[config.mk]
export PLATFORM = sky130hd
export DESIGN_NAME = text_console_cursor_flat
export DESIGN_NICKNAME = d
export VERILOG_FILES = /design/src/hw/rtl/tcc_pkg.sv /design/src/hw/rtl/tcc_if.sv /design/src/hw/rtl/text_console_cursor.sv /design/src/flat_wrapper.sv
export SDC_FILE = /design/constraint.sdc
export NUM_CORES = 1
export LEC_CHECK = 0
export BUFFER_PORTS_ARGS = -buffer_cell sky130_fd_sc_hd__clkbuf_2
export CORE_ASPECT_RATIO = 1.1
export CORE_MARGIN = 8
export CORE_UTILIZATION = 60
export DETAILED_ROUTE_END_ITERATION = 16
export PLACE_DENSITY = 0.91
export SYNTH_ARGS = -nofsm -noshare
export SYNTH_HDL_FRONTEND = slang
export SYNTH_SLANG_ARGS = --single-unit
[constraint.sdc]
create_clock -name clk_i -period 8.6 [get_ports clk_i]
set_input_delay 0 -clock clk_i [delete_from_list [all_inputs] [get_ports clk_i]]
set_output_delay 0 -clock clk_i [all_outputs]
set_load 0.05 [all_outputs]
[src/hw/rtl/tcc_pkg.sv]
`timescale 1ns / 1ps
// Types and constants shared by the text console cursor block and its channel interfaces.
package tcc_pkg;

  localparam int unsigned CodeW   = 8;
  localparam int unsigned PosXW   = 10;
  localparam int unsigned PosYW   = 9;
  localparam int unsigned GlyphXW = 8;
  localparam int unsigned GlyphYW = 9;
  localparam int unsigned RowW    = 9;

  localparam logic [CodeW-1:0] CODE_STOP      = 8'd33;
  localparam logic [CodeW-1:0] CODE_NEWLINE   = 8'd10;
  localparam logic [CodeW-1:0] CODE_BACKSPACE = 8'd127;

  localparam logic [PosYW-1:0] Y_LIMIT = 9'd480;
  localparam logic [PosXW-1:0] X_LIMIT = 10'd1023;

  localparam logic [RowW-1:0] CLEAR_ROW_RST  = 9'd394;
  localparam logic [RowW-1:0] SWITCH_ROW_RST = 9'd374;

  typedef enum logic [1:0] {
    ACT_DRAW,
    ACT_CLEAR_CELL,
    ACT_CLEAR_AREA,
    ACT_STOP
  } action_e;

  // Register index taken from the word address
  typedef enum logic {
    REG_CLEAR_ROW,
    REG_SWITCH_ROW
  } reg_idx_e;

  typedef struct packed {
    action_e              action;
    logic [PosXW-1:0]     pos_x;
    logic [PosYW-1:0]     pos_y;
    logic [GlyphXW-1:0]   glyph_x;
    logic [GlyphYW-1:0]   glyph_y;
    logic                 last;
  } cmd_t;

endpackage

[src/hw/rtl/tcc_if.sv]
`timescale 1ns / 1ps
// Valid/ready channel interfaces for character beats in and drawing command beats out.
interface tcc_in_if
  import tcc_pkg::*;
();
  logic             valid;
  logic             ready;
  logic [CodeW-1:0] char_code;

  modport source (output valid, output char_code, input ready);
  modport sink   (input valid, input char_code, output ready);
endinterface

interface tcc_out_if
  import tcc_pkg::*;
();
  logic               valid;
  logic               ready;
  logic [1:0]         action;
  logic [PosXW-1:0]   pos_x;
  logic [PosYW-1:0]   pos_y;
  logic [GlyphXW-1:0] glyph_x;
  logic [GlyphYW-1:0] glyph_y;
  logic               last;

  modport source (output valid, output action, output pos_x, output pos_y,
                  output glyph_x, output glyph_y, output last, input ready);
  modport sink   (input valid, input action, input pos_x, input pos_y,
                  input glyph_x, input glyph_y, input last, output ready);
endinterface

[src/hw/rtl/text_console_cursor.sv]
`timescale 1ns / 1ps
// Text console cursor: turns character beats into drawing command beats.
// Command beats are queued as their character is accepted and leave on out_o in order.
// Throughput: one character per cycle while in_i.ready is high; a text-area clear adds
//   a second beat; the four-entry queue drains one beat a cycle as out_o.ready allows.
// in_i.ready is high while the queue has room for two more beats.
// Reset: cursor at (0, 0), running, clear_row 394, spacing_switch_row 374, queue empty.
module text_console_cursor
  import tcc_pkg::*;
#(
  parameter int unsigned CELL_WIDTH   = 10,
  parameter int unsigned LINE_HEIGHT  = 21,
  parameter int unsigned SCREEN_W     = 640,
  parameter int unsigned SHEET_CELL_W = 12,
  parameter int unsigned SHEET_CELL_H = 23
) (
  input  logic        clk_i,
  input  logic        rst_ni,
  tcc_in_if.sink      in_i,
  tcc_out_if.source   out_o,
  input  logic        psel,
  input  logic        penable,
  input  logic        pwrite,
  input  logic [2:0]  paddr,
  input  logic [31:0] pwdata,
  output logic [31:0] prdata,
  output logic        pready
);

  // Widths for cursor arithmetic: x gets one spare bit so a full line (up to 1024)
  // and the advanced cursor compare without wrapping.
  localparam logic [PosXW:0]   ScreenW   = (PosXW + 1)'(SCREEN_W);
  localparam logic [PosXW:0]   CellW     = (PosXW + 1)'(CELL_WIDTH);
  localparam logic [PosXW-1:0] LineEndX  =
    (SCREEN_W - CELL_WIDTH > 1023) ? 10'd1023 : PosXW'(SCREEN_W - CELL_WIDTH);
  localparam logic [6:0]       PitchLow  = 7'(LINE_HEIGHT);
  localparam logic [6:0]       PitchHigh = 7'(LINE_HEIGHT + 1);
  localparam logic [9:0]       SheetW    = 10'(SHEET_CELL_W);
  localparam logic [9:0]       SheetH    = 10'(SHEET_CELL_H);

  localparam int unsigned QDepth = 4;
  localparam int unsigned PtrW   = $clog2(QDepth);
  localparam int unsigned CntW   = $clog2(QDepth + 1);

  // --------------------------------------------------------------------------
  // Configuration registers over APB; the word address picks the register.
  // --------------------------------------------------------------------------
  logic [RowW-1:0] clear_row_q, switch_row_q;
  logic            cfg_wr;
  reg_idx_e        cfg_idx;

  assign pready  = 1'b1;
  assign cfg_wr  = psel & penable & pwrite;
  assign cfg_idx = reg_idx_e'(paddr[2]);

  always_comb begin
    case (cfg_idx)
      REG_CLEAR_ROW:  prdata = {23'd0, clear_row_q};
      REG_SWITCH_ROW: prdata = {23'd0, switch_row_q};
      default:        prdata = 32'd0;
    endcase
  end

  always_ff @(posedge clk_i or negedge rst_ni) begin
    if (!rst_ni) begin
      clear_row_q  <= CLEAR_ROW_RST;
      switch_row_q <= SWITCH_ROW_RST;
    end else if (cfg_wr) begin
      if (cfg_idx == REG_CLEAR_ROW) begin
        clear_row_q <= pwdata[RowW-1:0];
      end
      if (cfg_idx == REG_SWITCH_ROW) begin
        switch_row_q <= pwdata[RowW-1:0];
      end
    end
  end

  // --------------------------------------------------------------------------
  // Output queue: four command beats, up to two pushed per accepted character.
  // --------------------------------------------------------------------------
  cmd_t            fifo_q [QDepth];
  logic [PtrW-1:0] rd_ptr_q, wr_ptr_q, wr_ptr_d;
  logic [CntW-1:0] count_q, count_d;
  logic            in_acc, out_acc;

  assign in_i.ready  = (count_q <= CntW'(QDepth - 2));
  assign in_acc      = in_i.valid & in_i.ready;
  assign out_o.valid = (count_q != '0);
  assign out_acc     = out_o.valid & out_o.ready;

  // --------------------------------------------------------------------------
  // Cursor state and the single-pass update for one character.
  // --------------------------------------------------------------------------
  logic [PosXW-1:0] cur_x_q, cur_x_d;
  logic [PosYW-1:0] cur_y_q, cur_y_d;
  logic             halted_q, halted_d;

  logic [6:0]       pitch;
  logic [PosYW:0]   nl_sum;
  logic [PosYW-1:0] nl_y;
  logic             wrap, area_clr;
  logic [PosXW-1:0] gl_x;
  logic [PosYW-1:0] gl_y1, gl_y;
  logic [PosXW:0]   adv_sum;
  logic [PosXW-1:0] adv_x;
  logic [PosXW-1:0] bs_x_mid;
  logic [PosYW-1:0] bs_y_up;
  logic [9:0]       glyph_x_w, glyph_y_w;
  logic [1:0]       n_res;
  cmd_t             res0, res1;

  // Line pitch depends on the current row; newline saturates at the bottom.
  assign pitch   = (cur_y_q >= switch_row_q) ? PitchLow : PitchHigh;
  assign nl_sum  = {1'b0, cur_y_q} + {3'd0, pitch};
  assign nl_y    = (nl_sum > {1'b0, Y_LIMIT}) ? Y_LIMIT : nl_sum[PosYW-1:0];

  // Glyph path: wrap a full line first, then clear the text area if the row is low enough.
  assign wrap     = ({1'b0, cur_x_q} >= ScreenW);
  assign gl_x     = wrap ? '0 : cur_x_q;
  assign gl_y1    = wrap ? nl_y : cur_y_q;
  assign area_clr = (gl_y1 >= clear_row_q);
  assign gl_y     = area_clr ? '0 : gl_y1;
  assign adv_sum  = {1'b0, gl_x} + CellW;
  assign adv_x    = (adv_sum > {1'b0, X_LIMIT}) ? X_LIMIT : adv_sum[PosXW-1:0];

  // Glyph sheet source: low nibble picks the column, high nibble the row.
  assign glyph_x_w = {6'd0, in_i.char_code[3:0]} * SheetW + 10'd1;
  assign glyph_y_w = {6'd0, in_i.char_code[7:4]} * SheetH + 10'd1;

  // Backspace: step back within the line, or up to the end of the previous line.
  assign bs_x_mid = ({1'b0, cur_x_q} >= CellW) ? (cur_x_q - CellW[PosXW-1:0]) : '0;
  assign bs_y_up  = (cur_y_q >= {2'd0, pitch}) ? (cur_y_q - {2'd0, pitch}) : '0;

  always_comb begin
    cur_x_d  = cur_x_q;
    cur_y_d  = cur_y_q;
    halted_d = halted_q;
    n_res    = 2'd0;
    res0     = '0;
    res1     = '0;
    if (in_acc && !halted_q) begin
      case (in_i.char_code)
        CODE_STOP: begin
          halted_d    = 1'b1;
          n_res       = 2'd1;
          res0.action = ACT_STOP;
          res0.last   = 1'b1;
        end
        CODE_NEWLINE: begin
          cur_x_d = '0;
          cur_y_d = nl_y;
        end
        CODE_BACKSPACE: begin
          // Drop backspace at the origin
          if (cur_x_q != '0 || cur_y_q != '0) begin
            if (cur_x_q != '0) begin
              cur_x_d = bs_x_mid;
            end else begin
              cur_x_d = LineEndX;
              cur_y_d = bs_y_up;
            end
            n_res       = 2'd1;
            res0.action = ACT_CLEAR_CELL;
            res0.pos_x  = (cur_x_q != '0) ? bs_x_mid : LineEndX;
            res0.pos_y  = (cur_x_q != '0) ? cur_y_q : bs_y_up;
            res0.last   = 1'b1;
          end
        end
        default: begin
          cmd_t draw;
          draw         = '0;
          draw.action  = ACT_DRAW;
          draw.pos_x   = gl_x;
          draw.pos_y   = gl_y;
          draw.glyph_x = glyph_x_w[GlyphXW-1:0];
          draw.glyph_y = glyph_y_w[GlyphYW-1:0];
          draw.last    = 1'b1;
          cur_x_d      = adv_x;
          cur_y_d      = gl_y;
          if (area_clr) begin
            n_res       = 2'd2;
            res0.action = ACT_CLEAR_AREA;
            res1        = draw;
          end else begin
            n_res = 2'd1;
            res0  = draw;
          end
        end
      endcase
    end
  end

  assign wr_ptr_d = wr_ptr_q + PtrW'(n_res);
  assign count_d  = count_q + CntW'(n_res) - CntW'(out_acc);

  always_ff @(posedge clk_i or negedge rst_ni) begin
    if (!rst_ni) begin
      cur_x_q  <= '0;
      cur_y_q  <= '0;
      halted_q <= 1'b0;
      rd_ptr_q <= '0;
      wr_ptr_q <= '0;
      count_q  <= '0;
    end else begin
      cur_x_q  <= cur_x_d;
      cur_y_q  <= cur_y_d;
      halted_q <= halted_d;
      wr_ptr_q <= wr_ptr_d;
      count_q  <= count_d;
      if (out_acc) begin
        rd_ptr_q <= rd_ptr_q + PtrW'(1);
      end
    end
  end

  // Queue payload holds no reset; entries are only read once counted in.
  always_ff @(posedge clk_i) begin
    if (n_res != 2'd0) begin
      fifo_q[wr_ptr_q] <= res0;
    end
    if (n_res == 2'd2) begin
      fifo_q[wr_ptr_q + PtrW'(1)] <= res1;
    end
  end

  cmd_t head;
  assign head          = fifo_q[rd_ptr_q];
  assign out_o.action  = head.action;
  assign out_o.pos_x   = head.pos_x;
  assign out_o.pos_y   = head.pos_y;
  assign out_o.glyph_x = head.glyph_x;
  assign out_o.glyph_y = head.glyph_y;
  assign out_o.last    = head.last;

  // --------------------------------------------------------------------------
  // Checks
  // --------------------------------------------------------------------------
  a_count_bound: assert property (@(posedge clk_i) disable iff (!rst_ni)
    count_q <= CntW'(QDepth))
    else $error("output queue over-filled");

  a_room_on_accept: assert property (@(posedge clk_i) disable iff (!rst_ni)
    in_acc |-> count_q <= CntW'(QDepth - 2))
    else $error("character taken without room for two beats");

  a_halt_sticks: assert property (@(posedge clk_i) disable iff (!rst_ni)
    halted_q |=> halted_q)
    else $error("halted flag cleared without reset");

  a_halted_silent: assert property (@(posedge clk_i) disable iff (!rst_ni)
    halted_q |=> count_q <= $past(count_q))
    else $error("command pushed while halted");

  a_row_bound: assert property (@(posedge clk_i) disable iff (!rst_ni)
    cur_y_q <= Y_LIMIT)
    else $error("cursor row beyond bottom limit");

endmodule
[src/flat_wrapper.sv]
// flat-port wrapper written by rule: the top's interface ports become plain ports
module text_console_cursor_flat import tcc_pkg::*;
#(
  parameter int unsigned CELL_WIDTH   = 10,
  parameter int unsigned LINE_HEIGHT  = 21,
  parameter int unsigned SCREEN_W     = 640,
  parameter int unsigned SHEET_CELL_W = 12,
  parameter int unsigned SHEET_CELL_H = 23
)
  (clk_i, rst_ni, psel, penable, pwrite, paddr, pwdata, prdata, pready, in_i_valid, in_i_char_code, in_i_ready, out_o_valid, out_o_action, out_o_pos_x, out_o_pos_y, out_o_glyph_x, out_o_glyph_y, out_o_last, out_o_ready);
  tcc_in_if in_i_i ();
  tcc_out_if out_o_i ();
  input  logic clk_i;
  input  logic rst_ni;
  input  logic psel;
  input  logic penable;
  input  logic pwrite;
  input  logic [2:0] paddr;
  input  logic [31:0] pwdata;
  output logic [31:0] prdata;
  output logic pready;
  input wire logic [$bits(in_i_i.valid)-1:0] in_i_valid;
  input wire logic [$bits(in_i_i.char_code)-1:0] in_i_char_code;
  output wire logic [$bits(in_i_i.ready)-1:0] in_i_ready;
  output wire logic [$bits(out_o_i.valid)-1:0] out_o_valid;
  output wire logic [$bits(out_o_i.action)-1:0] out_o_action;
  output wire logic [$bits(out_o_i.pos_x)-1:0] out_o_pos_x;
  output wire logic [$bits(out_o_i.pos_y)-1:0] out_o_pos_y;
  output wire logic [$bits(out_o_i.glyph_x)-1:0] out_o_glyph_x;
  output wire logic [$bits(out_o_i.glyph_y)-1:0] out_o_glyph_y;
  output wire logic [$bits(out_o_i.last)-1:0] out_o_last;
  input wire logic [$bits(out_o_i.ready)-1:0] out_o_ready;
  assign in_i_i.valid = in_i_valid;
  assign in_i_i.char_code = in_i_char_code;
  assign in_i_ready = in_i_i.ready;
  assign out_o_valid = out_o_i.valid;
  assign out_o_action = out_o_i.action;
  assign out_o_pos_x = out_o_i.pos_x;
  assign out_o_pos_y = out_o_i.pos_y;
  assign out_o_glyph_x = out_o_i.glyph_x;
  assign out_o_glyph_y = out_o_i.glyph_y;
  assign out_o_last = out_o_i.last;
  assign out_o_i.ready = out_o_ready;
  text_console_cursor #(.CELL_WIDTH(CELL_WIDTH), .LINE_HEIGHT(LINE_HEIGHT), .SCREEN_W(SCREEN_W), .SHEET_CELL_W(SHEET_CELL_W), .SHEET_CELL_H(SHEET_CELL_H)) u_core (.clk_i(clk_i), .rst_ni(rst_ni), .in_i(in_i_i), .out_o(out_o_i), .psel(psel), .penable(penable), .pwrite(pwrite), .paddr(paddr), .pwdata(pwdata), .prdata(prdata), .pready(pready));
endmodule
==> Word level (Yosys, flattened, before mapping) <==
Memories as Yosys holds them, arrays and structs flattened.
Index checks and enable logic that the tools add are counted.
{ "classes": {"addsub": 11, "n_mul": 2, "n_div": 0, "order_cmp": 8, "n_eq_ne": 5, "n_shift": 0, "n_mux": 35, "bitwise_logic": 6, "n_reduce_logical": 13} }
{ "op_table": {"columns": ["cell", "n"], "rows": [
  ["39-bit 2-to-1 mux", 3],
  ["37-bit 2-to-1 mux", 2],
  ["32-bit case mux with 2 select lines", 1],
  ["9-bit 2-to-1 mux", 6],
  ["10-bit 2-to-1 mux", 5],
  ["19-bit case mux with 2 select lines", 1],
  ["10-bit case mux with 3 select lines", 1],
  ["9-bit case mux with 3 select lines", 1],
  ["20-bit 2-to-1 mux", 1],
  ["9-bit >= comparator", 2],
  ["17-bit 2-to-1 mux", 1],
  ["2-bit case mux with 3 select lines", 2],
  ["10-bit by 4-bit adder with 11-bit output (second input constant)", 1],
  ["11-bit by 10-bit > comparator with 1-bit output (second input constant)", 1],
  ["9-bit by 7-bit adder with 10-bit output", 1],
  ["10-bit >= comparator (second input constant)", 1],
  ["10-bit by 4-bit >= comparator with 1-bit output (second input constant)", 1],
  ["10-bit by 9-bit > comparator with 1-bit output (second input constant)", 1],
  ["10-bit nonzero test", 1],
  ["10-bit by 4-bit subtractor with 10-bit output (second input constant)", 1],
  ["9-bit by 1-bit adder with 9-bit output (second input constant)", 1],
  ["9-bit by 7-bit >= comparator with 1-bit output", 1],
  ["4-bit by 5-bit multiplier with 9-bit output (second input constant)", 1],
  ["9-bit nonzero test", 1],
  ["other kinds (27)", 42]
]} }
{ "totals": {"ff_bits": 45, "latchBits": 0, "ramBits": 156, "mem_bits_ro": 0, "elab_cells": 89, "n_memories": 1} }
{ "memory_table": {"columns": ["memory", "words", "width", "rd", "rd_ports_with_merged_regs", "write_ports", "line_no", "source"], "rows": [
  ["u_core.fifo_q", 4, 39, 1, 0, 2, "text_console_cursor.sv:81", "cmd_t fifo_q [QDepth];"]
]} }

==> Depth between registers and ports, before layout <==
Gate-level depths: netlist of the first run.
{ "depth": {"ltp_word": 13, "ltp_mapped": 28} }

==> Least setup slack after synthesis of the first run <==
No wires, ideal clock.
{ "synth_timing": {"path_kind": "register to register", "start": "reg u_core.cur_y_q[0]", "end": "mem u_core.fifo_q[0][0] in the netlist's numbering, enable pin", "setup_time_ns": 0.394, "t_arrival_ns": 5.800, "setup_slack_ns": 2.406, "path_stages_with_launch": 24, "n_path_buf": 0, "synth_period_minus_slack_ns": 6.194, "path_cell_list": "dfrtp_1 -> inv_1 -> ha_1 -> nand2b_1 -> a21o_1 -> a21oi_1 -> nor2b_1 -> o21ai_0 -> a21o_1 -> a21oi_1 -> ha_1 -> inv_1 -> fa_1 -> nor2b_2 -> or4_4 -> a31o_4 -> o41a_1 -> ha_1 -> nand2b_1 -> a31oi_1 -> o21a_1 -> nor3_2 -> nand3_1 -> nand2_1"} }
{ "synth_rtl": {"columns": ["element", "line_no", "source"], "rows": [
  ["start, declared", "text_console_cursor.sv:95", "logic [PosYW-1:0] cur_y_q, cur_y_d;"],
  ["start signal, assigned", "text_console_cursor.sv:206", "cur_y_q <= cur_y_d;"],
  ["end, declared", "text_console_cursor.sv:81", null]
]} }

==> results of run 1 <==
## where the power goes
part	total (mW)	switching, mW	internal, mW
clock network	0.852	0.423	0.430
registers	1.44	0.174	1.27
logic	2.10	1.45	0.644
total	4.39	2.05	2.34
## path summary, 6_finish.rpt
check | slack, ns | start | endpoint
min reg2reg | 0.48 | u_core.halted_q | u_core.halted_q
min in group asynchronous | 0.18 | rst_ni | u_core.clear_row_q[2]
max reg2reg | 1.27 | u_core.cur_y_q[0] | u_core.fifo_q[0][35]
max in group asynchronous | 7.97 | rst_ni | u_core.rd_ptr_q[0]
min | 0.03 | in_i_char_code[0] | u_core.fifo_q[3][12]
max | 1.27 | u_core.cur_y_q[0] | u_core.fifo_q[0][35]
## flip-flops by register name, summed over array words and instances, names as in the netlist
name,flops
u_core.clear_row_q,9
u_core.switch_row_q,9
u_core.rd_ptr_q,2
u_core.halted_q,1
u_core.wr_ptr_q,2
u_core.fifo_q,152
u_core.cur_x_q,10
u_core.count_q,3
u_core.cur_y_q,9
## worst min-delay path: stages
cell	delay, ns
clkbuf_2	0.11
inv_1	0.13
nor2_1	0.12
## logic make-up after synthesis
kind of cell    count (synthesis)  synth area share, %
fa+ha+maj                      64                 7.37
buf+inv                       141                 5.96
flops                         197                 49.0
xor+xnor                       24                 1.83
simple gates                  301                 12.7
other cells                     2               0.0654
compound gates                233                 13.4
mux                            62                 9.77
## per-layer routing
layer | routed length, µm | up-vias | GRT usage [%]
met5 | 0 | - | 0
met4 | 1500 | 0 | 13.3
met3 | 3710 | 139 | 7.19
met2 | 15200 | 727 | 43.4
met1 | 10800 | 4274 | 31.8
li1 | - | 3855 | -
## area by class of cell
cell class              instances  area (µm²)  share of cell area [%]
flip-flops and latches        197        5630                    44.5
inverters                      55         206                    1.63
multi-input cells             709        5260                    41.6
well taps                     247         309                    2.45
clock inverters                15         220                    1.74
repair buffers                 99         591                    4.67
clock buffers                  17         425                    3.37
## Yosys cell counts (6+ instances only)
cell,number,area (µm²)
edfxtp_1,144,4320
inv_1,54,203
a21oi_1,43,215
or3_1,8,50.1
nand2_1,66,248
nor2b_1,7,43.8
o22ai_1,46,288
nor2_1,134,503
dfxtp_1,8,160
o31ai_1,8,60.1
clkbuf_1,33,124
mux2_2,21,236
dfrtp_1,35,876
a21o_1,11,82.6
xor2_1,8,70.1
buf_4,28,210
mux4_2,38,856
xnor2_1,16,140
ha_1,58,726
a31oi_1,8,50.1
dfstp_2,10,263
nand4_1,6,37.5
o21ai_0,56,280
nor3_1,12,60.1
nand2b_1,8,50.1
fa_1,6,120
buf_2,16,80.1
nand3_1,18,90.1
## repair_timing
| action | in CTS | in global routing |
|---|---|---|
| endpoints found under the setup margin | 0 | 0 |
| hold buffers | 12 | 0 |
| hold endpoints to repair | 56 | 0 |
| gates resized for setup | 0 | 0 |
==> key figures, run 1 <==
Run status
  • Outcome: completed

Global route
  • Vias in the first global route: 9013
  • Global route overflow: 0
  • Initial antenna violation count: 0
  • Global-route wire length before repair: 49.5 mm
  • Largest net degree at the start of global routing: 46
  • Total GRT Usage: 26.5%

STA
  • Setup TNS: 0 ns
  • Final-report max-slew violation count: 0
  • Worst slew pin tran: ~1.1 ns
  • Fin. Hold Viols: 0
  • Crit path time final: roughly 7.3 ns
  • Slew HR: around 27%
  • Unrepaired setup endpoints after global routing: no
  • F_max: 136 MHz
  • Final Cycle Share: 85.3%
  • Final setup viols: 0
  • Final worst-path setup slack: 1.27 ns
  • Worst hold slack: 0.0345 ns
  • Clk_skew: 0.0114 ns

CTS
  • CTS Buf Count: 17
  • Clock buffer depth: 2
  • Clock-pin slew on the worst setup and hold paths: 0.08 ns
  • H-tree Lvls: 4
  • Clk sinks: 197
  • Post-CTS Setup Bufs: 0
  • TritonCTS clock tree: yes
  • Clock Latency Late Sink: about 0.45 ns
  • Root Driver: clkbuf_16

Worst setup path
  • CP max-delay cell: nor3_2
  • CP arrival: 7.44 ns
  • Kind of critical path: flip-flop to flip-flop
  • Critical Path Source Type: flip-flop
  • CP delay by family, top: compound AO/OA/AOI/OAI gates
  • Worst path max stage delay: around 0.55 ns
  • CP bufs+invs: 3
  • Crit path top cell by count: ha_1
  • R2r worst-path depth: 25
  • Cell count along the critical path: 25
  • Crit end category: flip-flop
  • Worst Path Max Fanout: 29
  • Worst Path Required: 8.70 ns

Layout
  • Cell Count, Final, Fillers Out: ~1300
  • Final core utilization: 66.6%
  • Filler Cell Count: 1293
  • Layout cells sized above 1: roughly 20%
  • Most frequent cells in the layout: 144 x edfxtp_1, 134 x nor2_1, 73 x clkbuf_2, 66 x nand2_1, 58 x ha_1
  • Layout Area Growth over Synthesis: 10.1%
  • ANT cells: 0
  • Final net count: 1193
  • Design area: 12600 µm²
  • Commonest non-fill, non-tap cell in the layout: edfxtp_1

Yosys
  • Cells after synthesis: 1024
  • Netlist Area Pre-Place: between 10000 and 15000 µm²
  • Synth warnings: 0
  • Number of flops mapped to enable cells by yosys: about 140
  • Sequential cell area fraction in the yosys report: 49.0%
  • Top FF cell, synth: edfxtp_1
  • Async SR Flop Fraction: 22.8%
  • Distinct cells, synth: 87
  • Synthesized flop and latch total: a little under 200
  • Syn avg cell area: 11.2 µm²

Drt
  • Final ANT Viol Nets: 0
  • Detailed Route Iter0 Violations: around 1400
  • Drt first pass iters: 6
  • DRC: 0
  • Routed wire length: 31.2 mm
  • Vias/cell: 6.72
  • Avg WL per Cell: 23.3 µm
  • Via Count: 8995

Die
  • Die area: ~24000 µm²
  • # rows: 53
  • Io pins: 124
  • Die X: ~150 µm
  • Core area: approximately 19000 µm²
  • Die Y: between 150 and 200 µm
  • Starting density of the core: 60.5%

Placed design
  • Gp weighted congestion: 0.998
  • # port buffers: 73
  • Post-DP HPWL: 20.4 mm
  • Placed inst area: 11900 µm²
  • Placed Cells incl. Taps: 1295
  • Worst slack at placement: approximately 1.5 ns

Worst hold path
  • WHS Path Cells: 3
  • Tightest Hold Check Type: primary input to flip-flop

Pwr
  • VDD IR max: 0.233 mV
  • Power Dens Cells: 348 nW/µm²
  • LEAKAGE: 4.90 nW
  • Final Total Pwr: about 4.4 mW

Job
  • Max-cap violations: 0
(Power assumes the default switching activity.)
==> run 2: changes to the inputs <==
- RECOVER_POWER: not set -> 50
==> key figures, run 2 (synthesis gave the netlist of run 1 again) <==
Layout
  • Top reg by flops: u_core.fifo_q
  • Layout Area Growth over Synthesis: 9.09%
  • Final core utilization: 66.0% (-0.59 points)
  • Final net count: 1193 (unchanged)
  • Layout cells sized above 1: 14.7% (-5.3 points)
  • Most frequent cells in the layout: 144 x edfxtp_1, 135 x nor2_1, 66 x nand2_1, 59 x o21ai_0, 58 x ha_1
  • Top flop regs: u_core.fifo_q: 152 flops, u_core.cur_x_q: 10 flops
  • Largest register FFs: 152 (unchanged)
  • Commonest non-fill, non-tap cell in the layout: edfxtp_1
  • ANT cells: 0 (unchanged)

STA
  • Fin. Hold Viols: 0 (unchanged)
  • Final Cycle Share: 89.1% (+3.8 points)
  • Unrepaired setup endpoints after global routing: no
  • Setup TNS: 0 ns (unchanged)
  • Worst slew pin tran: 2.60 ns (+1.51 ns)
  • Crit path time final: 7.66 ns (+0.327 ns)
  • F_max: 131 MHz (-4.3%)
  • Final setup viols: 0 (unchanged)
  • Clk_skew: 0.0107 ns (-0.000690 ns)
  • Slew HR: -73.4% (-100 points)
  • Final-report max-slew violation count: 86 (+86)

Worst setup path
  • Worst path max stage delay: 0.61 ns (+0.06 ns)
  • Worst Path Required: 8.70 ns (about the same)
  • CP bufs+invs: 3 (unchanged)
  • Kind of critical path: flip-flop to flip-flop
  • Crit end category: flip-flop
  • CP delay by family, top: compound AO/OA/AOI/OAI gates
  • Worst Path Max Fanout: 29 (unchanged)
  • CP arrival: 7.76 ns (+0.32 ns)
  • Critical Path Source Type: flip-flop
  • CP max-delay cell: o21ai_0

Pwr
  • VDD IR max: 0.227 mV (-2.7%)
  • Power Dens Cells: 348 nW/µm² (+0.21%)
  • LEAKAGE: 4.72 nW (-3.6%)

CTS
  • H-tree Lvls: 4 (unchanged)
  • Clk sinks: 197 (unchanged)
  • Post_cts resized: 0 (unchanged)
  • Clock-pin slew on the worst setup and hold paths: 0.08 ns (about the same)
  • Clock buffer depth: 2 (unchanged)
  • Post-CTS Setup Bufs: 0 (unchanged)
  • TritonCTS clock tree: yes
  • Hold_buf cts: 12 (unchanged)
  • CTS Buf Count: 17 (unchanged)
  • Clock Latency Late Sink: 0.45 ns (about the same)
  • Root Driver: clkbuf_16

Drt
  • Avg WL per Cell: 23.3 µm (-0.19%)
  • DRC: 0 (unchanged)
  • Via Count: 8997 (+0.022%)
  • Detailed Route Iter0 Violations: 1469 (+2.4%)
  • Vias/cell: 6.72 (about the same)
  • Routed wire length: 31.2 mm (-0.19%)
  • Final ANT Viol Nets: 0 (unchanged)
  • Drt first pass iters: 6 (unchanged)

Die
  • # rows: 53 (unchanged)
  • Starting density of the core: 60.5% (unchanged)
  • Core area: 19000 µm² (unchanged)
  • Die Y: 161 µm (unchanged)
  • Die X: 148 µm (unchanged)
  • Die area: 23800 µm² (unchanged)
  • Io pins: 124 (unchanged)

Global route
  • Total GRT Usage: 26.5% (unchanged)
  • Global route overflow: 0 (unchanged)
  • Global-route wire length before repair: 49.5 mm (unchanged)
  • Vias in the first global route: 9013 (unchanged)
  • Largest net degree at the start of global routing: 46 (unchanged)
  • Initial antenna violation count: 0 (unchanged)

Placed design
  • Post-DP HPWL: 20.4 mm (unchanged)
  • Gp weighted congestion: 0.998 (unchanged)
  • # port buffers: 73 (unchanged)

Job
  • Max-cap violations: 2 (+2)

Run status
  • Failing checks: max-capacitance violations, max-slew violations
  • Outcome: finished, violations left

Worst hold path
  • Tightest Hold Check Type: primary input to flip-flop
run 2: worst register-to-register path, delay by kind of cell, from the launching register on:
kind	cells	cell delay, ns
AO/OA/AOI/OAI	12	2.94
AND/OR/NAND/NOR	7	2.09
adder cells (fa/ha/maj)	4	1.16
buffers and inverters	3	0.65
flip-flops	1	0.48
run 2: final cells by class:
class | instances | area, µm²
Clock buffer | 17 | 425
Clock inverter | 15 | 220
Fill cell | 1333 | 6440
Inverter | 55 | 206
Multi-Input combinational cell | 709 | 5230
Sequential cell | 197 | 5630
Tap cell | 247 | 309
Timing Repair Buffer | 99 | 514
run 2: final timing paths:
check	to	slack, ns	start	cells after the start
hold / removal	u_core.fifo_q[3][12]	0.04	in_i_char_code[0]	3
min in group asynchronous	u_core.switch_row_q[0]	0.97	rst_ni	3
setup reg to reg	u_core.fifo_q[0][35]	0.94	u_core.cur_y_q[0]	26
hold reg to reg	u_core.halted_q	0.48	u_core.halted_q	1
setup / recovery	u_core.fifo_q[0][35]	0.94	u_core.cur_y_q[0]	26
max in group asynchronous	u_core.rd_ptr_q[1]	5.98	rst_ni	3
run 2: power by group:
part           internal [mW]  switching (mW)  total [mW]
sequential              1.27           0.174        1.44
clock                  0.430           0.418       0.848
combinational          0.618            1.45        2.07
run 2: layer usage:
layer / track usage [%] / part of all wire (%) / up-vias
li1: - / - / 3854
met1: 31.8 / 35 / 4250
met2: 43.4 / 48 / 733
met3: 7.19 / 12 / 160
met4: 13.3 / 4.9 / 0
met5: 0 / 0 / -
run 2: metrics by stage:
step	instance area, µm²	std cells	power (mW)	setup slack, ns	hold WS [ns]
3_5_place_dp	11900	1295	3.50	1.46	0.141
4_1_cts	12600	1339	4.36	1.42	0.0191
2_1_floorplan	11600	1047	3.02	2.41	-0.296
3_3_place_gp	11900	1295	3.42	1.61	0.130
6_report	12500	1339	4.36	0.938	0.0381
5_1_grt	12500	1339	4.55	0.409	0.0720
